--- src/packed_pixel_frame_store_core_assert.svh ---
// Assertion macros shared by the frame store RTL.
`ifndef PACKED_PIXEL_FRAME_STORE_CORE_ASSERT_SVH
`define PACKED_PIXEL_FRAME_STORE_CORE_ASSERT_SVH

// Same-cycle implication, disabled while in reset.
`define PPFS_ASSERT_IMP(label, clk, rst_n, ante, cons, msg) \
    label: assert property (@(posedge clk) disable iff (!rst_n) (ante) |-> (cons)) \
        else $error(msg);

// Next-cycle implication, disabled while in reset.
`define PPFS_ASSERT_NXT(label, clk, rst_n, ante, cons, msg) \
    label: assert property (@(posedge clk) disable iff (!rst_n) (ante) |=> (cons)) \
        else $error(msg);

`endif

--- src/ppfs_pkg.sv ---
// Shared types, constants and pixel-layout functions of the frame store.
package ppfs_pkg;

    localparam int X_W        = 9;
    localparam int STRIDE_W   = 11;
    localparam int OFS_W      = 11;
    localparam int ADDR_W     = 21;
    localparam int ROW_BITS_W = 14;
    localparam int COLOR_W    = 32;
    localparam int CMDQ_DEPTH = 2;
    localparam int REG_ADDR_W = 4;
    localparam int S_TDATA_W  = 72;

    localparam int MAX_WIDTH_DEF  = 256;
    localparam int MAX_HEIGHT_DEF = 256;
    localparam int MEM_BYTES_DEF  = 262144;

    localparam logic [2:0] DEPTH_1  = 3'd0;
    localparam logic [2:0] DEPTH_2  = 3'd1;
    localparam logic [2:0] DEPTH_4  = 3'd2;
    localparam logic [2:0] DEPTH_8  = 3'd3;
    localparam logic [2:0] DEPTH_16 = 3'd4;
    localparam logic [2:0] DEPTH_24 = 3'd5;
    localparam logic [2:0] DEPTH_32 = 3'd6;

    typedef enum logic [1:0] {
        REG_DEPTH  = 2'd0,
        REG_WIDTH  = 2'd1,
        REG_HEIGHT = 2'd2
    } reg_index_t;

    typedef enum logic [1:0] {
        ACT_READ  = 2'd0,
        ACT_WRITE = 2'd1,
        ACT_FILL  = 2'd2
    } action_t;

    typedef enum logic [1:0] {
        CMD_SKIP  = 2'd0,
        CMD_READ  = 2'd1,
        CMD_WRITE = 2'd2
    } cmd_kind_t;

    typedef enum logic [2:0] {
        B_IDLE,
        B_ROW,
        B_PIX,
        B_ACCESS,
        B_WAIT,
        B_NEXT,
        B_DONE
    } back_state_t;

    typedef struct packed {
        logic [2:0]     depth_code;
        logic [X_W-1:0] image_width;
        logic [X_W-1:0] image_height;
    } cfg_t;

    typedef struct packed {
        cmd_kind_t          kind;
        logic [2:0]         depth;
        logic [STRIDE_W-1:0] stride;
        logic [X_W-1:0]     x0;
        logic [X_W-1:0]     x1;
        logic [X_W-1:0]     y0;
        logic [X_W-1:0]     y1;
        logic [COLOR_W-1:0] color;
        logic               flag;
    } cmd_t;

    function automatic logic depth_packed(input logic [2:0] code);
        logic r;
        case (code) inside
            [DEPTH_1:DEPTH_4]: r = 1'b1;
            default:           r = 1'b0;
        endcase
        return r;
    endfunction

    function automatic logic [1:0] last_byte(input logic [2:0] code);
        logic [1:0] r;
        case (code) inside
            [DEPTH_1:DEPTH_8]: r = 2'd0;
            DEPTH_16:          r = 2'd1;
            DEPTH_24:          r = 2'd2;
            default:           r = 2'd3;
        endcase
        return r;
    endfunction

    function automatic logic [COLOR_W-1:0] color_mask(input logic [2:0] code);
        logic [COLOR_W-1:0] r;
        case (code)
            DEPTH_1:  r = 32'h0000_0001;
            DEPTH_2:  r = 32'h0000_0003;
            DEPTH_4:  r = 32'h0000_000F;
            DEPTH_8:  r = 32'h0000_00FF;
            DEPTH_16: r = 32'h0000_FFFF;
            DEPTH_24: r = 32'h00FF_FFFF;
            default:  r = 32'hFFFF_FFFF;
        endcase
        return r;
    endfunction

    // Row pitch in bytes, rounded up to whole 32-bit words.
    function automatic logic [STRIDE_W-1:0] row_stride(input logic [2:0] code,
                                                       input logic [X_W-1:0] w);
        logic [ROW_BITS_W-1:0] w_ext;
        logic [ROW_BITS_W-1:0] bits;
        logic [ROW_BITS_W-1:0] rounded;
        w_ext = ROW_BITS_W'(w);
        case (code)
            DEPTH_1:  bits = w_ext;
            DEPTH_2:  bits = w_ext << 1;
            DEPTH_4:  bits = w_ext << 2;
            DEPTH_8:  bits = w_ext << 3;
            DEPTH_16: bits = w_ext << 4;
            DEPTH_24: bits = (w_ext << 4) + (w_ext << 3);
            default:  bits = w_ext << 5;
        endcase
        rounded = bits + ROW_BITS_W'(31);
        return {rounded[ROW_BITS_W-1:5], 2'b00};
    endfunction

    function automatic logic [OFS_W-1:0] byte_offset(input logic [2:0] code,
                                                     input logic [X_W-1:0] x);
        logic [OFS_W-1:0] xe;
        logic [OFS_W-1:0] r;
        xe = OFS_W'(x);
        case (code)
            DEPTH_1:  r = xe >> 3;
            DEPTH_2:  r = xe >> 2;
            DEPTH_4:  r = xe >> 1;
            DEPTH_8:  r = xe;
            DEPTH_16: r = xe << 1;
            DEPTH_24: r = (xe << 1) + xe;
            default:  r = xe << 2;
        endcase
        return r;
    endfunction

    // Left shift of a packed pixel inside its byte, MSB-first order.
    function automatic logic [2:0] bit_shift(input logic [2:0] code,
                                             input logic [X_W-1:0] x);
        logic [2:0] r;
        case (code)
            DEPTH_1: r = 3'd7 - x[2:0];
            DEPTH_2: r = 3'd6 - {x[1:0], 1'b0};
            DEPTH_4: r = x[0] ? 3'd0 : 3'd4;
            default: r = 3'd0;
        endcase
        return r;
    endfunction

endpackage

--- src/ppfs_cmdq.sv ---
// Short command queue between the front and back ends.
`include "packed_pixel_frame_store_core_assert.svh"

module ppfs_cmdq (
    input  logic           clk,
    input  logic           rst_n,
    input  logic           push,
    input  ppfs_pkg::cmd_t push_data,
    input  logic           pop,
    output ppfs_pkg::cmd_t pop_data,
    output logic           full,
    output logic           empty
);

    localparam int DEPTH = ppfs_pkg::CMDQ_DEPTH;
    localparam int PW    = (DEPTH > 1) ? $clog2(DEPTH) : 1;
    localparam int CW    = $clog2(DEPTH + 1);

    ppfs_pkg::cmd_t entry_reg [DEPTH];
    logic [PW-1:0]  wr_ptr_reg;
    logic [PW-1:0]  wr_ptr_next;
    logic [PW-1:0]  rd_ptr_reg;
    logic [PW-1:0]  rd_ptr_next;
    logic [CW-1:0]  count_reg;
    logic [CW-1:0]  count_next;

    assign full     = (count_reg == CW'(DEPTH));
    assign empty    = (count_reg == '0);
    assign pop_data = entry_reg[rd_ptr_reg];

    always_comb
    begin
        wr_ptr_next = wr_ptr_reg;
        rd_ptr_next = rd_ptr_reg;
        count_next  = count_reg;
        if (push)
        begin
            wr_ptr_next = (wr_ptr_reg == PW'(DEPTH - 1)) ? '0 : wr_ptr_reg + PW'(1);
        end
        if (pop)
        begin
            rd_ptr_next = (rd_ptr_reg == PW'(DEPTH - 1)) ? '0 : rd_ptr_reg + PW'(1);
        end
        if (push && !pop)
        begin
            count_next = count_reg + CW'(1);
        end
        else if (pop && !push)
        begin
            count_next = count_reg - CW'(1);
        end
    end

    always_ff @(posedge clk or negedge rst_n)
    begin
        if (!rst_n)
        begin
            wr_ptr_reg <= '0;
            rd_ptr_reg <= '0;
            count_reg  <= '0;
        end
        else
        begin
            wr_ptr_reg <= wr_ptr_next;
            rd_ptr_reg <= rd_ptr_next;
            count_reg  <= count_next;
        end
    end

    always_ff @(posedge clk)
    begin
        if (push)
        begin
            entry_reg[wr_ptr_reg] <= push_data;
        end
    end

    `PPFS_ASSERT_IMP(a_pop_not_empty, clk, rst_n, pop, count_reg != '0, "pop from empty queue")
    `PPFS_ASSERT_IMP(a_push_room, clk, rst_n, push && !pop, count_reg < CW'(DEPTH), "push to full queue")

endmodule

--- config.mk ---
export PLATFORM = sky130hd
export DESIGN_NAME = ppfs_cmdq
export DESIGN_NICKNAME = d
export VERILOG_FILES = /design/src/ppfs_pkg.sv /design/src/ppfs_cmdq.sv
export VERILOG_INCLUDE_DIRS = /design/src /design/src/src
export SDC_FILE = /design/constraint.sdc
export NUM_CORES = 1
export LEC_CHECK = 0
export BUFFER_PORTS_ARGS = -buffer_cell sky130_fd_sc_hd__clkbuf_2
export CORE_ASPECT_RATIO = 1.2
export CORE_UTILIZATION = 47
export CTS_CLUSTER_SIZE = 30
export DETAILED_ROUTE_END_ITERATION = 10
export PLACE_DENSITY = 0.77
export SLEW_MARGIN = 20
export SYNTH_ARGS = -nofsm -noshare
export SYNTH_HDL_FRONTEND = slang
export SYNTH_SLANG_ARGS = --single-unit
export TNS_END_PERCENT = 100
--- constraint.sdc ---
create_clock -name clk -period 4.6 [get_ports clk]
set_input_delay 0 -clock clk [delete_from_list [all_inputs] [get_ports clk]]
set_output_delay 0 -clock clk [all_outputs]
set_load 0.01 [all_outputs]
==> results of run 1 <==
[how the worst max path moves through the flow]
stage | start | end | slack, ps | cells past startpoint
2_1_floorplan | wr_ptr_reg$_DFFE_PN0P_ | entry_reg[0][0]$_DFFE_PP_ | 1550 | 1
3_3_place_gp | rd_ptr_reg$_DFFE_PN0P_ | pop_data[64] | 2520 | 3
3_5_place_dp | rd_ptr_reg$_DFFE_PN0P_ | pop_data[78] | 2450 | 3
4_1_cts | rd_ptr_reg$_DFFE_PN0P_ | pop_data[78] | 1990 | 3
5_1_grt | rd_ptr_reg$_DFFE_PN0P_ | pop_data[84] | 1870 | 3
6_report | rd_ptr_reg$_DFFE_PN0P_ | pop_data[78] | 2020 | 3
[layout make-up]
type,count,share of cell area [%]
Sequential cell,174,57.6
Timing Repair Buffer,268,20.4
Multi-Input combinational cell,96,13.3
Clock buffer,19,4.79
Tap cell,168,2.32
Clock inverter,12,1.52
Inverter,1,0.0415
Antenna cell,1,0.0277
[critical path, delay by kind of cell (launching register included)]
family | cells | cell delay [ps]
buf+inv | 2 | 680
mux | 1 | 400
flops | 1 | 1030
[metal layers]
layer,wire [µm],global-route usage (%)
met1,4780,20.0
met4,175,7.14
met2,6430,30.9
met3,691,5.54
met5,0,0
[power breakdown]
group	leakage [nW]	switching, mW	internal, mW
Clock	0.262	0.593	0.802
Combinational	1.69	0.665	0.777
Sequential	1.64	0.197	2.10
Total	3.60	1.45	3.68
[kinds of logic (layout without fill, tap and decap cells)]
family	count (synthesis)	in the layout	synth area share (%)
xor gates and xnor gates	5	5	0.671
DFF	174	174	79.8
muxes	85	85	17.0
other	0	1	0
adders and majority gates	1	1	0.192
and+or+nand+nor	5	5	0.403
buffers and inverters	11	300	1.99
[repair_timing]
| action | in CTS | in global routing |
|---|---|---|
| endpoints found under the hold margin | 176 | 0 |
| resized for setup | 0 | 0 |
| hold buffers | 89 | 0 |
| buffers inserted | 0 | 0 |
[cells in the mapped netlist]
library cell	number	share of area, %
ha_1	1	0.19
inv_1	1	0.057
and2_1	1	0.096
xor2_1	4	0.54
edfxtp_1	170	78
buf_6	1	0.17
mux2_4	40	9.2
dfrtp_1	4	1.5
xnor2_1	1	0.13
buf_8	1	0.23
buf_12	4	1.2
nor2b_1	2	0.19
buf_2	4	0.31
nor2_1	2	0.12
mux2_2	45	7.8
[metrics by stage]
step / power (mW) / instance area, µm² / utilization (%) / instances
after global routing: 5.38 / 9040 / 67.4 / 739
after floorplan: 3.28 / 6530 / - / 281
after detailed placement: 3.70 / 7530 / 56.1 / 616
after global placement: 3.65 / 7530 / 56.1 / 616
after CTS: 5.16 / 8990 / 67.0 / 736
final: 5.14 / 9040 / 67.4 / 739
==> results.toml, run 1 <==
[placement]
numPortBuffers = 175
dp_slack_ps = 2450
hpwl_um = 7040
place_congestion = 0.676

[worst_setup_path]
rrSetupSlack_ps = 2980
cp_max_fo = 57
worstSetupPathType = "reg2out"
required_ps = 4600
cp.arrival_ps = 2580
path_cells = "buf_4, mux2_2, clkbuf_2"
r2r-start = "wr_ptr_reg$_DFFE_PN0P_"
max_stage_delay_ps = 1030
cp-start-kind = "flop"
crit_slowest_cell = "dfrtp_4"
r2r_cells = 2
timing.rr.end = "entry_reg[0][72]$_DFFE_PP_"
end_kind = "output pin"

[sta]
rsz0062_at_grt = "false"
holdWs_ps = 307
finalMaxSlewViolations = 0
hold_viol_final = 0
fin_crit_sh_pct = 56.0
layout_setup_ws_ps = 2020
skew_ps = 6.95
setup_viol = 0
tns_ps = 0
fin_crit_ps = 2580
slew_headroom_pct = 39.0
max_freq_ghz = 0.388
worst_slew_pin_slew_ps = 916

[detailed_routing]
ant_nets = 0
drt_iter0_drc = 142
drt-pass1-iter-count = 4
vias = 3563
drt_wl_total_um = 12100
drc_errors = 0
wl_per_cell_um = 16.4
viasPerCell = 4.82

[run_status]
status = "finished, final reports clean"

[synth]
synth.distinct_cells = 15
synth_cells = 281
synth.net_count = 371
synth_area_mm2 = 0.00653
synth.avg_cell_area_um2 = 23.2
yosysWarnings = 0
seq_area_frac_synth_pct = 79.8
synth-seq-cells = 174

[layout]
fillers = 885
layout_common_cells = "175 x clkbuf_2, 170 x edfxtp_1, 89 x dlygate4sd3_1"
drive_gt1_share_pct = 51.9
final-seq-area_mm2 = 0.00521
largest_reg_flops = 170
multi_input_area_mm2 = 0.00120
nNetsFinal = 648
final_common_cell = "clkbuf_2"
syn_to_final_growth_pct = 38.6

[die]
die-height_um = 131
die-area_mm2 = 0.0144
ioPinCount = 176
start_util_pct = 48.7
die_w_um = 110
num_rows = 46
core-area_mm2 = 0.0134

[clock_tree]
cts_tree = "done"
clk_path_buf_depth = 2
clk_latency_ps = 410
path_clk_slew_ps = 60
clock-sinks = 174
cts_buffers = 17
root_buffer = "clkbuf_16"
htreeDepth = 4

[worst_hold_path]
hold_start = "push_data[1]"
hold_end = "entry_reg[1][1]$_DFFE_PP_"
hold_depth = 2
min_path_type = "in2reg"

[power_and_ir_drop]
p_leak_nw = 3.60
powerDensity_mw_per_mm2 = 568
ir_drop_uv = 316

[global_route]
gr-total-overflow = 0
grtUsageTotal_pct = 17.6
grt_max_degree = 86
antenna_found_initial = 1
grt_pass1_vias = 3776
grt_pass1_wl_um = 18500

[flow_run]
maxCapViolCount = 0
(Power assumes the default switching activity.)
==> run 2: changes to the inputs <==
==> constraint.sdc (replaced) <==
create_clock -name clk -period 2.3 [get_ports clk]
set_input_delay 0 -clock clk [delete_from_list [all_inputs] [get_ports clk]]
set_output_delay 0 -clock clk [all_outputs]
set_load 0.01 [all_outputs]
==> run 2 against run 1 <==
Count of clock-buffer cells in the layout up 1. Via count is 0.53% higher. Die area unchanged. Sequential cell count unchanged. Highest routed layer unchanged.
==> results.toml, run 2 (synthesized netlist as in run 1, its figures left out) <==
[layout]
syn_to_final_growth_pct = 39.0
fillers = 892
layout_common_cells = "175 x clkbuf_2, 170 x edfxtp_1, 89 x dlygate4sd3_1"
largest_reg_flops = 170
nNetsFinal = 650
drive_gt1_share_pct = 51.5
final_common_cell = "clkbuf_2"

[power_and_ir_drop]
ir_drop_uv = 703
finalPower_mw = 10.3
p_leak_nw = 3.61
powerDensity_mw_per_mm2 = 1140

[worst_setup_path]
end_kind = "output pin"
max_stage_delay_ps = 710
path_cells = "buf_12, mux2_2, clkbuf_2"
required_ps = 2300
cp-start-kind = "flop"
worstSetupPathType = "reg2out"
cp.arrival_ps = 1960
critPathLaunch = "rd_ptr_reg$_DFFE_PN0P_"
crit_buf_inv = 2
cp_max_fo = 30
crit_slowest_cell = "dfrtp_4"
cp_top_family = "flip-flops"
r2r-start = "wr_ptr_reg$_DFFE_PN0P_"

[detailed_routing]
wl_per_cell_um = 16.4
drc_errors = 0
drt-pass1-iter-count = 4
viasPerCell = 4.83
drt_wl_total_um = 12200
drt_iter0_drc = 111
vias = 3582
ant_nets = 0

[global_route]
grtUsageTotal_pct = 17.4
grt_pass1_wl_um = 18100
antenna_found_initial = 1
gr-total-overflow = 0
grt_pass1_vias = 3771
grt_max_degree = 49

[sta]
tns_ps = 0
skew_ps = 9.30
finalMaxSlewViolations = 0
worst_slew_pin_slew_ps = 658
setup_viol = 0
fin_crit_ps = 1960
hold_viol_final = 0
holdWs_ps = 315
max_freq_ghz = 0.510
fin_crit_sh_pct = 85.3
rsz0062_at_grt = "false"
slew_headroom_pct = 56.1

[clock_tree]
post_cts_buffers = 0
clk_path_buf_depth = 2
root_buffer = "clkbuf_16"
cts_tree = "done"
clk_latency_ps = 410
cts_buffers = 17
clock-sinks = 174
path_clk_slew_ps = 60
htreeDepth = 4

[die]
die_w_um = 110
core-area_mm2 = 0.0134
ioPinCount = 176
num_rows = 46
die-area_mm2 = 0.0144
start_util_pct = 48.7
die-height_um = 131

[placement]
hpwl_um = 7280
numPortBuffers = 175
place_congestion = 0.661

[worst_hold_path]
hold_start = "push_data[72]"
min_path_type = "in2reg"

[run_status]
status = "finished, final reports clean"

[flow_run]
maxCapViolCount = 0
-- run 2: per-layer routing --
metal,global-route usage [%],vias up,part of all wire [%]
met4,8.31,0,2.2
met3,5.29,21,6.4
met2,31.1,141,53
met1,18.8,1744,38
met5,0,-,0
li1,-,1676,-
-- run 2: final cells by class --
class	instances	area, µm²	share of cell area [%]
repair buffers	270	1860	20.5
flip-flops and latches	174	5210	57.4
inverters	1	3.75	0.0414
well taps	168	210	2.32
clock inverters	12	145	1.60
multi-input cells	96	1200	13.2
diodes	1	2.50	0.0276
clock buffers	20	437	4.82
-- run 2: final timing paths --
check | endpoint | slack (ps) | cells past startpoint
max reg2reg | entry_reg[0][24]$_DFFE_PP_ | 810 | 2
min reg2reg | count_reg[1]$_DFFE_PN0P_ | 510 | 1
max in group asynchronous | rd_ptr_reg$_DFFE_PN0P_ | 1600 | 3
min in group asynchronous | wr_ptr_reg$_DFFE_PN0P_ | 490 | 3
min | entry_reg[0][72]$_DFFE_PP_ | 320 | 2
max | pop_data[84] | 340 | 3
-- run 2: worst register-to-register path, cell delays in order, from the launching register on --
cell	delay [ps]
dfrtp_1	430
nor2b_4	130
buf_4	540
-- run 2: what timing repair did --
item	in CTS	in global routing
resized for setup	0	0
hold buffers	89	0
hold endpoints to repair	177	0
-- run 2: metrics by stage --
step / setup slack, ps / instances / utilization [%] / area [µm²]
2_1_floorplan: 192 / 281 / - / 6530
6_report: 338 / 742 / 67.6 / 9070
5_1_grt: 263 / 742 / 67.6 / 9070
4_1_cts: 324 / 741 / 67.6 / 9070
3_5_place_dp: 785 / 620 / 56.6 / 7590
3_3_place_gp: 808 / 620 / 56.6 / 7590
-- run 2: report_power, final --
part / total [mW] / leakage [nW] / switching [mW] / internal [mW]
clock: 2.81 / 0.269 / 1.12 / 1.70
combinational: 3.03 / 1.70 / 1.45 / 1.57
sequential: 4.48 / 1.64 / 0.272 / 4.21
total: 10.3 / 3.61 / 2.84 / 7.48
==> run 3: changes to the inputs <==
--- a/config.mk
+++ b/config.mk
@@ -9,9 +9,11 @@
 export BUFFER_PORTS_ARGS = -buffer_cell sky130_fd_sc_hd__clkbuf_2
 export CORE_ASPECT_RATIO = 1.2
 export CORE_UTILIZATION = 47
+export CTS_CLUSTER_DIAMETER = 100
 export CTS_CLUSTER_SIZE = 30
 export DETAILED_ROUTE_END_ITERATION = 10
 export PLACE_DENSITY = 0.77
+export REMOVE_ABC_BUFFERS = 1
 export SLEW_MARGIN = 20
 export SYNTH_ARGS = -nofsm -noshare
 export SYNTH_HDL_FRONTEND = slang
==> run 3 against run 2 <==
Fmax about the same. Clock power hardly changed. Register-to-register slack got worse by 60 ps. Final area decreased by 0.19%. Non-clock buffer count unchanged. Combinational power is essentially flat. Global-route usage is 0.66 points higher. Clock skew fell by 3.1 ps. Sequential cell count unchanged. Setup slack lost 1.4 ps. Die area unchanged. Critical endpoint is now pop_data[64].
==> results.toml, run 3 (synthesized netlist as in run 1, its figures left out) <==
[run_status]
status = "finished, final reports clean"

[detailed_routing]
vias = 3606
wl_per_cell_um = 17.2
ant_nets = 0
drt_wl_total_um = 12700
viasPerCell = 4.87
drt_iter0_drc = 145
drc_errors = 0
drt-pass1-iter-count = 4

[global_route]
grt_max_degree = 48
grt_pass1_vias = 3865
grt_pass1_wl_um = 18800
antenna_found_initial = 0
gr-total-overflow = 0
grtUsageTotal_pct = 18.1

[placement]
hpwl_um = 7820
place_congestion = 0.704
dp_slack_ps = 744
placed_cells = 620
numPortBuffers = 175
placed_area_mm2 = 0.00758

[worst_setup_path]
critPathLaunch = "rd_ptr_reg$_DFFE_PN0P_"
rrSetupSlack_ps = 750
crit_slowest_cell = "dfrtp_4"
timing.rr.end = "entry_reg[1][17]$_DFFE_PP_"
required_ps = 2300
max_stage_delay_ps = 650
crit_cells = 3
critPathCapture = "pop_data[64]"
cp-start-kind = "flop"
worstSetupPathType = "reg2out"
crit_buf_inv = 2
r2r-start = "wr_ptr_reg$_DFFE_PN0P_"
cp_max_fo = 47
path_cells = "buf_12, mux2_2, clkbuf_2"
cp.arrival_ps = 1960
end_kind = "output pin"
r2r_cells = 2
cp_top_family = "flip-flops"

[sta]
rsz0062_at_grt = "false"
fin_crit_sh_pct = 85.4
worst_slew_pin_slew_ps = 603
setup_viol = 0
fin_crit_ps = 1960
hold_viol_final = 0
skew_ps = 6.18
finalMaxSlewViolations = 0
max_freq_ghz = 0.509
layout_setup_ws_ps = 336
slew_headroom_pct = 59.8

[die]
die_w_um = 110
start_util_pct = 48.7
ioPinCount = 176
core-area_mm2 = 0.0134
num_rows = 46
die-height_um = 131
die-area_mm2 = 0.0144

[clock_tree]
clk_latency_ps = 410
hold_buffers = 89
clock-sinks = 174
cts_buffers = 17
root_buffer = "clkbuf_16"
path_clk_slew_ps = 60
htreeDepth = 4
post_cts_resized = 0
cts_tree = "done"
post_cts_buffers = 0
clk_path_buf_depth = 2

[layout]
final_area_mm2 = 0.00905
layout_common_cells = "175 x clkbuf_2, 170 x edfxtp_1, 89 x dlygate4sd3_1"
largest_reg_flops = 170
drive_gt1_share_pct = 51.7
final_common_cell = "clkbuf_2"
syn_to_final_growth_pct = 38.7
layoutNonFillerInstCount = 740
multi_input_area_mm2 = 0.00120
diodes = 0
nNetsFinal = 650
final-seq-area_mm2 = 0.00521
fillers = 907

[power_and_ir_drop]
ir_drop_uv = 774
powerDensity_mw_per_mm2 = 1140
p_leak_nw = 3.62

[worst_hold_path]
min_path_type = "in2reg"
hold_start = "push_data[57]"

[flow_run]
maxCapViolCount = 0
-- run 3: power breakdown --
group | internal, mW | switching (mW) | total (mW)
clock network | 1.69 | 1.12 | 2.81
logic | 1.56 | 1.50 | 3.06
registers | 4.21 | 0.255 | 4.47
total | 7.47 | 2.87 | 10.3
-- run 3: cell type report --
class	count	share of cell area, %
tap	168	2.32
clock buffer	19	4.78
timing repair buffer	270	20.4
clock inverter	12	1.62
inverter	1	0.0415
sequential	174	57.5
multi-input combinational	96	13.3
-- run 3: layer usage --
metal,track usage [%],wire length [µm],vias up
met5,0,0,-
met4,8.00,212,0
met3,4.50,689,18
met2,34.0,7020,123
met1,18.9,4800,1796
li1,-,-,1669
-- run 3: stage by stage --
stage | setup TNS [ps] | total power [mW] | utilization [%] | hold WS (ps)
after global placement | 0 | 7.39 | 56.5 | -172
final | 0 | 10.3 | 67.5 | 310
after floorplan | -308040 | 6.47 | - | -296
after detailed placement | 0 | 7.51 | 56.5 | -168
after global routing | 0 | 10.8 | 67.5 | 306
after CTS | 0 | 10.4 | 67.5 | 295
-- run 3: worst min path at each step --
stage          slack (ps)  cells past startpoint                          to
2_1_floorplan        -300                      0    count_reg[0]$_DFFE_PN0P_
3_3_place_gp         -170                      1    count_reg[0]$_DFFE_PN0P_
4_1_cts               290                      2  entry_reg[1][57]$_DFFE_PP_
5_1_grt               310                      2  entry_reg[0][11]$_DFFE_PP_
6_report              310                      2  entry_reg[1][57]$_DFFE_PP_
3_5_place_dp         -170                      1      wr_ptr_reg$_DFFE_PN0P_
