==> src/packed_pixel_frame_store_core_assert.svh <==
// Assertion macros shared by the frame store RTL.
`ifndef PACKED_PIXEL_FRAME_STORE_CORE_ASSERT_SVH
`define PACKED_PIXEL_FRAME_STORE_CORE_ASSERT_SVH

// Same-cycle implication, disabled while in reset.
`define PPFS_ASSERT_IMP(label, clk, rst_n, ante, cons, msg) \
    label: assert property (@(posedge clk) disable iff (!rst_n) (ante) |-> (cons)) \
        else $error(msg);

// Next-cycle implication, disabled while in reset.
`define PPFS_ASSERT_NXT(label, clk, rst_n, ante, cons, msg) \
    label: assert property (@(posedge clk) disable iff (!rst_n) (ante) |=> (cons)) \
        else $error(msg);

`endif

==> src/ppfs_pkg.sv <==
// Shared types, constants and pixel-layout functions of the frame store.
package ppfs_pkg;

    localparam int X_W        = 9;
    localparam int STRIDE_W   = 11;
    localparam int OFS_W      = 11;
    localparam int ADDR_W     = 21;
    localparam int ROW_BITS_W = 14;
    localparam int COLOR_W    = 32;
    localparam int CMDQ_DEPTH = 2;
    localparam int REG_ADDR_W = 4;
    localparam int S_TDATA_W  = 72;

    localparam int MAX_WIDTH_DEF  = 256;
    localparam int MAX_HEIGHT_DEF = 256;
    localparam int MEM_BYTES_DEF  = 262144;

    localparam logic [2:0] DEPTH_1  = 3'd0;
    localparam logic [2:0] DEPTH_2  = 3'd1;
    localparam logic [2:0] DEPTH_4  = 3'd2;
    localparam logic [2:0] DEPTH_8  = 3'd3;
    localparam logic [2:0] DEPTH_16 = 3'd4;
    localparam logic [2:0] DEPTH_24 = 3'd5;
    localparam logic [2:0] DEPTH_32 = 3'd6;

    typedef enum logic [1:0] {
        REG_DEPTH  = 2'd0,
        REG_WIDTH  = 2'd1,
        REG_HEIGHT = 2'd2
    } reg_index_t;

    typedef enum logic [1:0] {
        ACT_READ  = 2'd0,
        ACT_WRITE = 2'd1,
        ACT_FILL  = 2'd2
    } action_t;

    typedef enum logic [1:0] {
        CMD_SKIP  = 2'd0,
        CMD_READ  = 2'd1,
        CMD_WRITE = 2'd2
    } cmd_kind_t;

    typedef enum logic [2:0] {
        B_IDLE,
        B_ROW,
        B_PIX,
        B_ACCESS,
        B_WAIT,
        B_NEXT,
        B_DONE
    } back_state_t;

    typedef struct packed {
        logic [2:0]     depth_code;
        logic [X_W-1:0] image_width;
        logic [X_W-1:0] image_height;
    } cfg_t;

    typedef struct packed {
        cmd_kind_t          kind;
        logic [2:0]         depth;
        logic [STRIDE_W-1:0] stride;
        logic [X_W-1:0]     x0;
        logic [X_W-1:0]     x1;
        logic [X_W-1:0]     y0;
        logic [X_W-1:0]     y1;
        logic [COLOR_W-1:0] color;
        logic               flag;
    } cmd_t;

    function automatic logic depth_packed(input logic [2:0] code);
        logic r;
        case (code) inside
            [DEPTH_1:DEPTH_4]: r = 1'b1;
            default:           r = 1'b0;
        endcase
        return r;
    endfunction

    function automatic logic [1:0] last_byte(input logic [2:0] code);
        logic [1:0] r;
        case (code) inside
            [DEPTH_1:DEPTH_8]: r = 2'd0;
            DEPTH_16:          r = 2'd1;
            DEPTH_24:          r = 2'd2;
            default:           r = 2'd3;
        endcase
        return r;
    endfunction

    function automatic logic [COLOR_W-1:0] color_mask(input logic [2:0] code);
        logic [COLOR_W-1:0] r;
        case (code)
            DEPTH_1:  r = 32'h0000_0001;
            DEPTH_2:  r = 32'h0000_0003;
            DEPTH_4:  r = 32'h0000_000F;
            DEPTH_8:  r = 32'h0000_00FF;
            DEPTH_16: r = 32'h0000_FFFF;
            DEPTH_24: r = 32'h00FF_FFFF;
            default:  r = 32'hFFFF_FFFF;
        endcase
        return r;
    endfunction

    // Row pitch in bytes, rounded up to whole 32-bit words.
    function automatic logic [STRIDE_W-1:0] row_stride(input logic [2:0] code,
                                                       input logic [X_W-1:0] w);
        logic [ROW_BITS_W-1:0] w_ext;
        logic [ROW_BITS_W-1:0] bits;
        logic [ROW_BITS_W-1:0] rounded;
        w_ext = ROW_BITS_W'(w);
        case (code)
            DEPTH_1:  bits = w_ext;
            DEPTH_2:  bits = w_ext << 1;
            DEPTH_4:  bits = w_ext << 2;
            DEPTH_8:  bits = w_ext << 3;
            DEPTH_16: bits = w_ext << 4;
            DEPTH_24: bits = (w_ext << 4) + (w_ext << 3);
            default:  bits = w_ext << 5;
        endcase
        rounded = bits + ROW_BITS_W'(31);
        return {rounded[ROW_BITS_W-1:5], 2'b00};
    endfunction

    function automatic logic [OFS_W-1:0] byte_offset(input logic [2:0] code,
                                                     input logic [X_W-1:0] x);
        logic [OFS_W-1:0] xe;
        logic [OFS_W-1:0] r;
        xe = OFS_W'(x);
        case (code)
            DEPTH_1:  r = xe >> 3;
            DEPTH_2:  r = xe >> 2;
            DEPTH_4:  r = xe >> 1;
            DEPTH_8:  r = xe;
            DEPTH_16: r = xe << 1;
            DEPTH_24: r = (xe << 1) + xe;
            default:  r = xe << 2;
        endcase
        return r;
    endfunction

    // Left shift of a packed pixel inside its byte, MSB-first order.
    function automatic logic [2:0] bit_shift(input logic [2:0] code,
                                             input logic [X_W-1:0] x);
        logic [2:0] r;
        case (code)
            DEPTH_1: r = 3'd7 - x[2:0];
            DEPTH_2: r = 3'd6 - {x[1:0], 1'b0};
            DEPTH_4: r = x[0] ? 3'd0 : 3'd4;
            default: r = 3'd0;
        endcase
        return r;
    endfunction

endpackage

==> src/ppfs_front.sv <==
// Front end: accepts request beats, clips them to the image and builds commands.
module ppfs_front #(
    parameter int MAX_WIDTH  = ppfs_pkg::MAX_WIDTH_DEF,
    parameter int MAX_HEIGHT = ppfs_pkg::MAX_HEIGHT_DEF
) (
    input  ppfs_pkg::cfg_t                 cfg,
    input  logic                           s_tvalid,
    output logic                           s_tready,
    input  logic [ppfs_pkg::S_TDATA_W-1:0] s_tdata,
    input  logic [1:0]                     s_tuser,
    input  logic                           q_full,
    output logic                           push,
    output ppfs_pkg::cmd_t                 cmd
);

    localparam int XW = ppfs_pkg::X_W;

    logic [7:0]                      pos_x;
    logic [7:0]                      pos_y;
    logic [XW-1:0]                   rect_width;
    logic [XW-1:0]                   rect_height;
    logic [ppfs_pkg::COLOR_W-1:0]    pixel_color;
    logic [XW-1:0]                   eff_w;
    logic [XW-1:0]                   eff_h;
    logic [XW:0]                     x_end_raw;
    logic [XW:0]                     y_end_raw;

    assign pos_x       = s_tdata[7:0];
    assign pos_y       = s_tdata[15:8];
    assign rect_width  = s_tdata[24:16];
    assign rect_height = s_tdata[33:25];
    assign pixel_color = s_tdata[65:34];

    assign eff_w = (int'(cfg.image_width) > MAX_WIDTH) ? XW'(MAX_WIDTH) : cfg.image_width;
    assign eff_h = (int'(cfg.image_height) > MAX_HEIGHT) ? XW'(MAX_HEIGHT) : cfg.image_height;

    assign x_end_raw = (XW+1)'(pos_x) + (XW+1)'(rect_width);
    assign y_end_raw = (XW+1)'(pos_y) + (XW+1)'(rect_height);

    assign s_tready = !q_full;
    assign push     = s_tvalid && !q_full;

    always_comb
    begin
        cmd        = '0;
        cmd.kind   = ppfs_pkg::CMD_SKIP;
        cmd.depth  = cfg.depth_code;
        cmd.stride = ppfs_pkg::row_stride(cfg.depth_code, eff_w);
        cmd.color  = pixel_color & ppfs_pkg::color_mask(cfg.depth_code);
        cmd.x0     = XW'(pos_x);
        cmd.y0     = XW'(pos_y);
        cmd.x1     = XW'(pos_x) + XW'(1);
        cmd.y1     = XW'(pos_y) + XW'(1);
        cmd.flag   = 1'b0;
        case (ppfs_pkg::action_t'(s_tuser))
            ppfs_pkg::ACT_READ, ppfs_pkg::ACT_WRITE:
            begin
                if (cmd.x0 >= eff_w || cmd.y0 >= eff_h)
                begin
                    cmd.flag = 1'b1;
                end
                else
                begin
                    cmd.kind = (ppfs_pkg::action_t'(s_tuser) == ppfs_pkg::ACT_READ) ?
                               ppfs_pkg::CMD_READ : ppfs_pkg::CMD_WRITE;
                end
            end
            ppfs_pkg::ACT_FILL:
            begin
                if (rect_width != '0 && rect_height != '0)
                begin
                    cmd.flag = (x_end_raw > (XW+1)'(eff_w)) || (y_end_raw > (XW+1)'(eff_h));
                    cmd.x1 = (x_end_raw > (XW+1)'(eff_w)) ? eff_w : x_end_raw[XW-1:0];
                    cmd.y1 = (y_end_raw > (XW+1)'(eff_h)) ? eff_h : y_end_raw[XW-1:0];
                    if (cmd.x0 < cmd.x1 && cmd.y0 < cmd.y1)
                    begin
                        cmd.kind = ppfs_pkg::CMD_WRITE;
                    end
                end
            end
            default:
            begin
                cmd.kind = ppfs_pkg::CMD_SKIP;
            end
        endcase
    end

endmodule

==> config.mk <==
export PLATFORM = sky130hd
export DESIGN_NAME = ppfs_front
export DESIGN_NICKNAME = d
export VERILOG_FILES = /design/src/packed_pixel_frame_store_core_assert.svh /design/src/ppfs_pkg.sv /design/src/ppfs_front.sv
export SDC_FILE = /design/constraint.sdc
export NUM_CORES = 1
export LEC_CHECK = 0
export ABC_AREA = 0
export BUFFER_PORTS_ARGS = -buffer_cell sky130_fd_sc_hd__buf_2
export CAP_MARGIN = 20
export CORE_MARGIN = 3
export CORE_UTILIZATION = 50
export DETAILED_ROUTE_END_ITERATION = 6
export PLACE_DENSITY = 0.82
export SLEW_MARGIN = 0
export SYNTH_ARGS = -nofsm -noshare
export SYNTH_HDL_FRONTEND = slang
export SYNTH_SLANG_ARGS = --single-unit
==> constraint.sdc <==
create_clock -name vclk -period 8.31
set_input_delay 0.4155 -clock vclk [all_inputs]
set_output_delay 0.4155 -clock vclk [all_outputs]
set_load 0.01 [all_outputs]
==> results.rst, run 1 <==
.. list-table::
   :header-rows: 1

   * - Metric
     - Value
   * - Wire per inst
     - between 15 and 20 um
   * - Slew HR
     - 0.283
   * - Initial Util
     - 0.531
   * - Setup repair after global routing missed its margin
     - no
   * - Congestion Overflow GR
     - 0
   * - Commonest non-fill, non-tap cell in the layout
     - buf_2
   * - CP endpoint kind
     - output port
   * - PnR worst setup slack
     - roughly 2.4 ns
   * - Period utilisation layout
     - 0.712
   * - Routability Congestion
     - 0.983
   * - Fillers
     - 692
   * - Maximum fanout along the worst path
     - 14
   * - Critical path startpoint
     - s_tdata[8]
   * - Highest achievable clock rate
     - roughly 0.17 GHz
   * - IR Drop Worst-Case VDD
     - 0.0000531 V
   * - Placed insts
     - between 800 and 900
   * - Yosys cell types
     - between 60 and 70
   * - Max Transition Viols Final
     - 0
   * - Vias in the first global route
     - around 4500
   * - Max stage delay on crit path
     - 0.83 ns
   * - Global-route usage over all layers
     - 0.265
   * - Mapped cell area
     - slightly below 4000 um^2
   * - Sequential share of the synthesized area
     - 0
   * - Half-perimeter wire length of the detailed placement result
     - 10700 um
   * - Post-Route WL
     - approximately 13000 um
   * - Pre-CTS setup slack
     - about 2.4 ns
   * - Share of post-route cells with drive strength above 1
     - 0.259
   * - Leading cell types in the layout, fill and taps excluded
     - buf_2, ha_1, nand2_1, nor2_1, o21ai_0
   * - Total I/O pin count
     - between 150 and 200
   * - Minimum clock period after layout
     - a little under 6 ns
   * - Max_cap viols
     - 0
   * - Multi-input logic area
     - roughly 3600 um^2
   * - Static leakage
     - about 2.5 nW
   * - Worst min-delay path startpoint
     - s_tdata[34]
   * - Cells resized by post-CTS repair
     - 0
   * - Initial detailed-routing violation count
     - 283
   * - Clock buffer count
     - 0
   * - Area growth syn-to-layout
     - 18.8%
   * - First-pass DRT Iterations
     - 5
   * - Site Rows
     - 31
   * - Buf+Inv Stages, Crit Path
     - 3
   * - Maximum number of pins on one net before global-route repair
     - 40
   * - Power per cell area
     - ~89 nW/um^2
   * - Number of sequential storage elements
     - 0
   * - Vias post-DR
     - between 4000 and 5000
   * - Gate family responsible for the most delay along the worst path
     - compound AO/OA/AOI/OAI gates
   * - Post-layout net count
     - between 800 and 900
   * - Core Area
     - approximately 7500 um^2
   * - TNS Setup
     - 0 ns
   * - Overall die height
     - 95.2 um
   * - Cell count after synthesis
     - 572
   * - Number of buffers inserted by post-CTS setup repair
     - 0
   * - Fin cells
     - slightly above 800
   * - Mean number of vias per cell
     - 5.89
   * - Die X-Extent
     - about 95 um
   * - Worst min-delay path class
     - input port to output port
   * - Final number of setup-violating endpoints
     - 0
   * - Final ANT Viol Nets
     - 0
   * - Per-instance average area after synthesis
     - approximately 7.0 um^2
   * - Slew at the pin with the worst max-slew slack
     - 1.07 ns
   * - Element type at the critical path start
     - input port
   * - Startpoint-to-endpoint class of the critical path
     - input port to output port
   * - Slowest cell on crit path
     - a22oi_1
   * - Number of synthesis warnings
     - 0
   * - Outcome
     - complete, no violations
   * - Die footprint
     - a little over 9000 um^2
   * - Required time of the critical path
     - 7.89 ns
   * - Finished layout cell area
     - between 4000 and 5000 um^2
   * - Residual DRC count
     - 0
   * - Count of buffers from port buffering
     - roughly 170
   * - Area post-placement
     - 4720 um^2
   * - Antenna diodes
     - 0
   * - Arrival time at the worst endpoint
     - 5.50 ns
   * - Storage element area
     - 0 um^2
   * - Hold Fails Final Rpt
     - 0
   * - Initial antenna violation count
     - 0
   * - Global-route wire length before repair
     - around 20000 um
   * - Number of hold buffers added after cts
     - 0
==> cell families (layout without fill, tap and decap cells) <==
kind of cell    after synthesis  after routing  synth area share
simple gates                216            216             0.288
buf+inv                      77            209            0.0982
fa+ha+maj                    78             78             0.251
other cells                   1              4          0.000943
mux                          15             15            0.0384
compound gates              149            149             0.245
xor+xnor                     36             36            0.0793
==> cell usage after synthesis (all sizes together), types with 2 or more instances <==
cell	n	area share
a211oi	11	0.021
a21o	11	0.021
a21oi	34	0.043
a22o	3	0.0066
a22oi	3	0.0057
a31o	2	0.0044
a32oi	2	0.0044
a41o	2	0.0050
and2	18	0.028
and3	12	0.019
buf	30	0.054
clkbuf	11	0.010
fa	3	0.015
ha	75	0.24
inv	35	0.033
mux2	2	0.0057
mux2i	13	0.033
nand2	47	0.044
nand2b	9	0.014
nand3	16	0.020
nand3b	4	0.0076
nand4	10	0.016
nand4b	2	0.0060
nor2	43	0.041
nor2b	26	0.041
nor3	14	0.019
nor4	6	0.011
o2111ai	6	0.013
o211ai	4	0.0076
o21a	8	0.015
o21ai	40	0.050
o21bai	4	0.0076
o221ai	3	0.0066
o22ai	6	0.011
o31a	2	0.0044
o32ai	2	0.0044
or2	2	0.0031
or3	2	0.0031
or3b	2	0.0044
xnor2	26	0.057
xor2	10	0.022
==> layer usage <==
metal / GRT usage / routed length [um] / vias up / share of wire
met5: 0 / 0 / - / 0
met4: 0.0745 / 310 / 0 / 0.024
met3: 0.00947 / 831 / 28 / 0.065
met2: 0.521 / 6550 / 215 / 0.51
met1: 0.306 / 5070 / 2182 / 0.40
li1: - / - / 2326 / -
==> through the flow <==
stage / hold slack, ns / power (mW) / util
after floorplan: 0.875 / 0.291 / -
after global routing: 0.831 / 0.464 / 0.631
after detailed placement: 0.831 / 0.414 / 0.631
after CTS: 0.831 / 0.417 / 0.631
final: 0.831 / 0.420 / 0.631
after global placement: 0.831 / 0.398 / 0.631
==> area by class of cell <==
type | count | area share
inverter | 36 | 0.0286
timing repair buffer | 173 | 0.184
tap | 99 | 0.0262
multi-input combinational | 498 | 0.761
==> where the power goes <==
part / internal (mW) / total [mW] / switching [mW] / leakage, nW
Clock: 0 / 0 / 0 / 0
Combinational: 0.177 / 0.420 / 0.243 / 2.50
Sequential: 0 / 0 / 0 / 0
==> worst paths after layout <==
kind       to  slack, ns  cells past startpoint
max   cmd[84]       2.39                     26
min    cmd[1]       0.83                      0
Note: power is estimated with default switching activity, not from simulation.
==> run 2: changes to the inputs <==
==> constraint.sdc (replaced) <==
create_clock -name vclk -period 6.2
set_input_delay 0.31 -clock vclk [all_inputs]
set_output_delay 0.31 -clock vclk [all_outputs]
set_load 0.01 [all_outputs]
==> results.rst, run 2 (same netlist as run 1, synthesis figures left out) <==
.. list-table::
   :header-rows: 1

   * - Metric
     - Value
   * - Clock buffer count
     - 0
   * - Maximum fanout along the worst path
     - 9
   * - Static leakage
     - ~2.5 nW
   * - Vias in the first global route
     - about 4500
   * - Highest achievable clock rate
     - about 0.19 GHz
   * - Startpoint-to-endpoint class of the critical path
     - input port to output port
   * - Max Transition Viols Final
     - 0
   * - Area growth syn-to-layout
     - 19.0%
   * - Slew HR
     - 0.318
   * - Required time of the critical path
     - between 5 and 6 ns
   * - Number of sequential storage elements
     - 0
   * - Max_cap viols
     - 0
   * - Number of cells on the critical path
     - 26
   * - Maximum number of pins on one net before global-route repair
     - 40
   * - Routability Congestion
     - about 0.93
   * - Die X-Extent
     - 95.2 um
   * - Fillers
     - 703
   * - Buf+Inv Stages, Crit Path
     - 3
   * - Power per cell area
     - between 100 and 150 nW/um^2
   * - IR Drop Worst-Case VDD
     - around 0.000070 V
   * - Worst min-delay path class
     - input port to output port
   * - Post-layout net count
     - between 800 and 900
   * - Slowest cell on crit path
     - a22oi_1
   * - TNS Setup
     - 0 ns
   * - Initial detailed-routing violation count
     - ~310
   * - Half-perimeter wire length of the detailed placement result
     - 10500 um
   * - Site Rows
     - 31
   * - Initial antenna violation count
     - 0
   * - Wire per inst
     - 15.6 um
   * - Outcome
     - complete, no violations
   * - Commonest non-fill, non-tap cell in the layout
     - buf_2
   * - Residual DRC count
     - 0
   * - Finished layout cell area
     - 4730 um^2
   * - Global-route usage over all layers
     - 0.266
   * - Hold Fails Final Rpt
     - 0
   * - Storage element area
     - 0 um^2
   * - Antenna diodes
     - 0
   * - Minimum clock period after layout
     - roughly 5.4 ns
   * - Slew at the pin with the worst max-slew slack
     - ~1.0 ns
   * - Final ANT Viol Nets
     - 0
   * - Vias post-DR
     - about 4700
   * - Congestion Overflow GR
     - 0
   * - First-pass DRT Iterations
     - 6
   * - Setup repair after global routing missed its margin
     - no
   * - Cells resized by post-CTS repair
     - 0
   * - Period utilisation layout
     - 0.866
   * - Number of hold buffers added after cts
     - 0
   * - Overall die height
     - between 90 and 100 um
   * - Element type at the critical path start
     - input port
   * - CP endpoint kind
     - output port
   * - CP endpoint
     - cmd[84]
   * - Initial Util
     - 0.531
   * - Arrival time at the worst endpoint
     - slightly above 5 ns
   * - Gate family responsible for the most delay along the worst path
     - compound AO/OA/AOI/OAI gates
   * - Core Area
     - between 7000 and 8000 um^2
   * - Area post-placement
     - approximately 4700 um^2
   * - Mean number of vias per cell
     - 5.86
   * - Share of post-route cells with drive strength above 1
     - 0.260
   * - Max stage delay on crit path
     - between 0.5 and 0.6 ns
   * - Leading cell types in the layout, fill and taps excluded
     - buf_2, ha_1, nand2_1, nor2_1, o21ai_0
   * - Total I/O pin count
     - roughly 180
   * - Critical path startpoint
     - s_tdata[8]
   * - Die footprint
     - 9060 um^2
   * - Count of buffers from port buffering
     - around 170
   * - Global-route wire length before repair
     - between 20000 and 25000 um
   * - Post-Route WL
     - between 10000 and 15000 um
   * - Number of buffers inserted by post-CTS setup repair
     - 0
   * - Final number of setup-violating endpoints
     - 0
[run 2: changes by cell type in the layout (fill, tap and decap cells not counted)]
cell   previous run  this run
buf_4             1         2
[run 2: worst min-delay path by stage]
stage	startpoint	endpoint	slack, ns	depth (start not counted)
floorplan	q_full	s_tready	0.66	1
global placement	s_tdata[34]	cmd[1]	0.62	0
detailed placement	s_tdata[34]	cmd[1]	0.62	0
CTS	s_tdata[34]	cmd[1]	0.62	0
global route	s_tdata[34]	cmd[1]	0.62	0
finish	s_tdata[34]	cmd[1]	0.62	0
[run 2: routing by layer]
metal / part of all wire / track usage / wire (um)
met5: 0 / 0 / 0
met4: 0.024 / 0.0589 / 306
met3: 0.081 / 0.0103 / 1020
met2: 0.51 / 0.513 / 6400
met1: 0.39 / 0.321 / 4850
[run 2: layout make-up]
type | count | area (um^2) | share of cell area
multi-input cells | 498 | 3600 | 0.760
well taps | 99 | 124 | 0.0262
inverters | 36 | 135 | 0.0286
repair buffers | 174 | 876 | 0.185
[run 2: power breakdown]
part | total (mW) | internal, mW | leakage, nW | switching [mW]
registers | 0 | 0 | 0 | 0
clock network | 0 | 0 | 0 | 0
logic | 0.563 | 0.240 | 2.50 | 0.323
total | 0.563 | 0.240 | 2.50 | 0.323
[run 2: metrics by stage]
stage / utilization / std cells / power [mW] / hold slack [ns] / setup slack [ns]
4_1_cts: 0.632 / 807 / 0.557 / 0.620 / 0.903
2_1_floorplan: - / 575 / 0.390 / 0.664 / 1.70
3_5_place_dp: 0.632 / 807 / 0.554 / 0.620 / 0.929
5_1_grt: 0.632 / 807 / 0.632 / 0.620 / 0.459
3_3_place_gp: 0.632 / 807 / 0.536 / 0.620 / 1.01
6_report: 0.632 / 807 / 0.563 / 0.620 / 0.833
==> run 3: changes to the inputs <==
--- a/config.mk
+++ b/config.mk
@@ -8,7 +8,6 @@
 export ABC_AREA = 0
 export BUFFER_PORTS_ARGS = -buffer_cell sky130_fd_sc_hd__buf_2
 export CAP_MARGIN = 20
-export CORE_MARGIN = 3
 export CORE_UTILIZATION = 50
 export DETAILED_ROUTE_END_ITERATION = 6
 export PLACE_DENSITY = 0.82
==> results.rst, run 3 (same netlist as run 1, synthesis figures left out) <==
.. list-table::
   :header-rows: 1

   * - Metric
     - Value
   * - Outcome
     - complete, no violations
   * - Initial detailed-routing violation count
     - around 150
   * - Worst hold slack across all endpoints
     - between 0.6 and 0.7 ns
   * - Vias post-DR
     - about 4700
   * - TNS Setup
     - 0 ns
   * - Initial Util
     - 0.515
   * - Highest achievable clock rate
     - 0.192 GHz
   * - Post-Route WL
     - about 12000 um
   * - CP endpoint kind
     - output port
   * - Maximum number of pins on one net before global-route repair
     - 40
   * - Static leakage
     - around 2.5 nW
   * - Global-route wire length before repair
     - roughly 20000 um
   * - Setup repair after global routing missed its margin
     - no
   * - Fin util
     - 0.614
   * - Maximum fanout along the worst path
     - 14
   * - Total I/O pin count
     - ~180
   * - Congestion Overflow GR
     - 0
   * - Slew HR
     - 0.623
   * - Max Transition Viols Final
     - 0
   * - Final ANT Viol Nets
     - 0
   * - Max_cap viols
     - 0
   * - Post-layout net count
     - about 900
   * - Mean number of vias per cell
     - 5.85
   * - Number of buffers inserted by post-CTS setup repair
     - 0
   * - Power per cell area
     - between 100 and 150 nW/um^2
   * - Overall die height
     - 91.2 um
   * - Die footprint
     - between 8000 and 9000 um^2
   * - First-pass DRT Iterations
     - 4
   * - Die X-Extent
     - around 91 um
   * - IR Drop Worst-Case VDD
     - approximately 0.000068 V
   * - Count of buffers from port buffering
     - about 170
   * - Initial antenna violation count
     - 0
   * - Slew at the pin with the worst max-slew slack
     - 0.565 ns
   * - Number of sequential storage elements
     - 0
   * - Worst min-delay path class
     - input port to output port
   * - Number of hold buffers added after cts
     - 0
   * - Minimum clock period after layout
     - roughly 5.2 ns
   * - Leading cell types in the layout, fill and taps excluded
     - buf_2, ha_1, nand2_1, nor2_1, o21ai_0
   * - Hold Fails Final Rpt
     - 0
   * - Cells resized by post-CTS repair
     - 0
   * - Final number of setup-violating endpoints
     - 0
   * - Global-route usage over all layers
     - 0.276
   * - Clock buffer count
     - 0
   * - Residual DRC count
     - 0
   * - Half-perimeter wire length of the detailed placement result
     - a little under 10000 um
   * - Antenna diodes
     - 0
   * - Required time of the critical path
     - between 5 and 6 ns
   * - Core Area
     - between 7000 and 8000 um^2
   * - Vias in the first global route
     - approximately 4500
   * - Startpoint-to-endpoint class of the critical path
     - input port to output port
   * - Site Rows
     - 32
   * - Commonest non-fill, non-tap cell in the layout
     - buf_2
   * - Storage element area
     - 0 um^2
   * - Element type at the critical path start
     - input port
   * - Routability Congestion
     - 0.900
   * - Area growth syn-to-layout
     - 19.3%
   * - Share of post-route cells with drive strength above 1
     - 0.261
   * - Wire per inst
     - roughly 15 um
   * - Arrival time at the worst endpoint
     - just under 5 ns
   * - Period utilisation layout
     - 0.840
[run 3: cell types whose count changed in the layout (fill, tap and decap cells not counted)]
cell / previous run / this run
buf_4: 2 / 3
[run 3: layout make-up]
cell class                      count  area, um^2
Fill cell                         709        2980
Inverter                           36         135
Multi-Input combinational cell    498        3600
Tap cell                          102         128
Timing Repair Buffer              175         883
[run 3: final timing paths]
kind | slack [ns] | endpoint | startpoint | depth (start not counted)
worst max-delay path | 0.99 | cmd[84] | s_tdata[8] | 27
worst min-delay path | 0.62 | cmd[1] | s_tdata[34] | 0
[run 3: per-stage QoR]
| step | cells | setup slack, ns | cell area, um^2 | power (mW) |
|---|---|---|---|---|
| 6_report | 811 | 0.993 | 4740 | 0.565 |
| 2_1_floorplan | 575 | 1.70 | 3990 | 0.390 |
| 4_1_cts | 810 | 0.948 | 4740 | 0.556 |
| 3_3_place_gp | 810 | 1.13 | 4740 | 0.533 |
| 3_5_place_dp | 810 | 0.963 | 4740 | 0.553 |
| 5_1_grt | 811 | 0.629 | 4740 | 0.625 |
[run 3: critical path, cell delays in order]
cell and delay, ns:
buf_2 0.18, ha_1 0.23, inv_1 0.07, fa_1 0.39
nor2b_1 0.12, o21ai_0 0.10, a21oi_1 0.23, nor2_1 0.08
xnor2_1 0.24, ha_1 0.30, o21a_1 0.18, o21ai_0 0.16
a22oi_1 0.14, a22oi_1 0.20, buf_4 0.22, nor2_1 0.06
a21oi_1 0.15, ha_1 0.26, a21o_1 0.17, a21oi_1 0.17
nor2b_1 0.07, o21ai_0 0.15, nand3_1 0.10, a41o_1 0.22
o2111ai_1 0.08, and3_1 0.18, buf_2 0.13
[run 3: report_power, final]
group / internal, mW / switching, mW
sequential: 0 / 0
combinational: 0.242 / 0.322
clock: 0 / 0
[run 3: metal layers]
layer,vias up,wire length (um),global-route usage
met5,-,0,0
met4,0,299,0.0833
met3,32,710,0.0142
met2,213,6140,0.541
met1,2175,4800,0.316
li1,2325,-,-
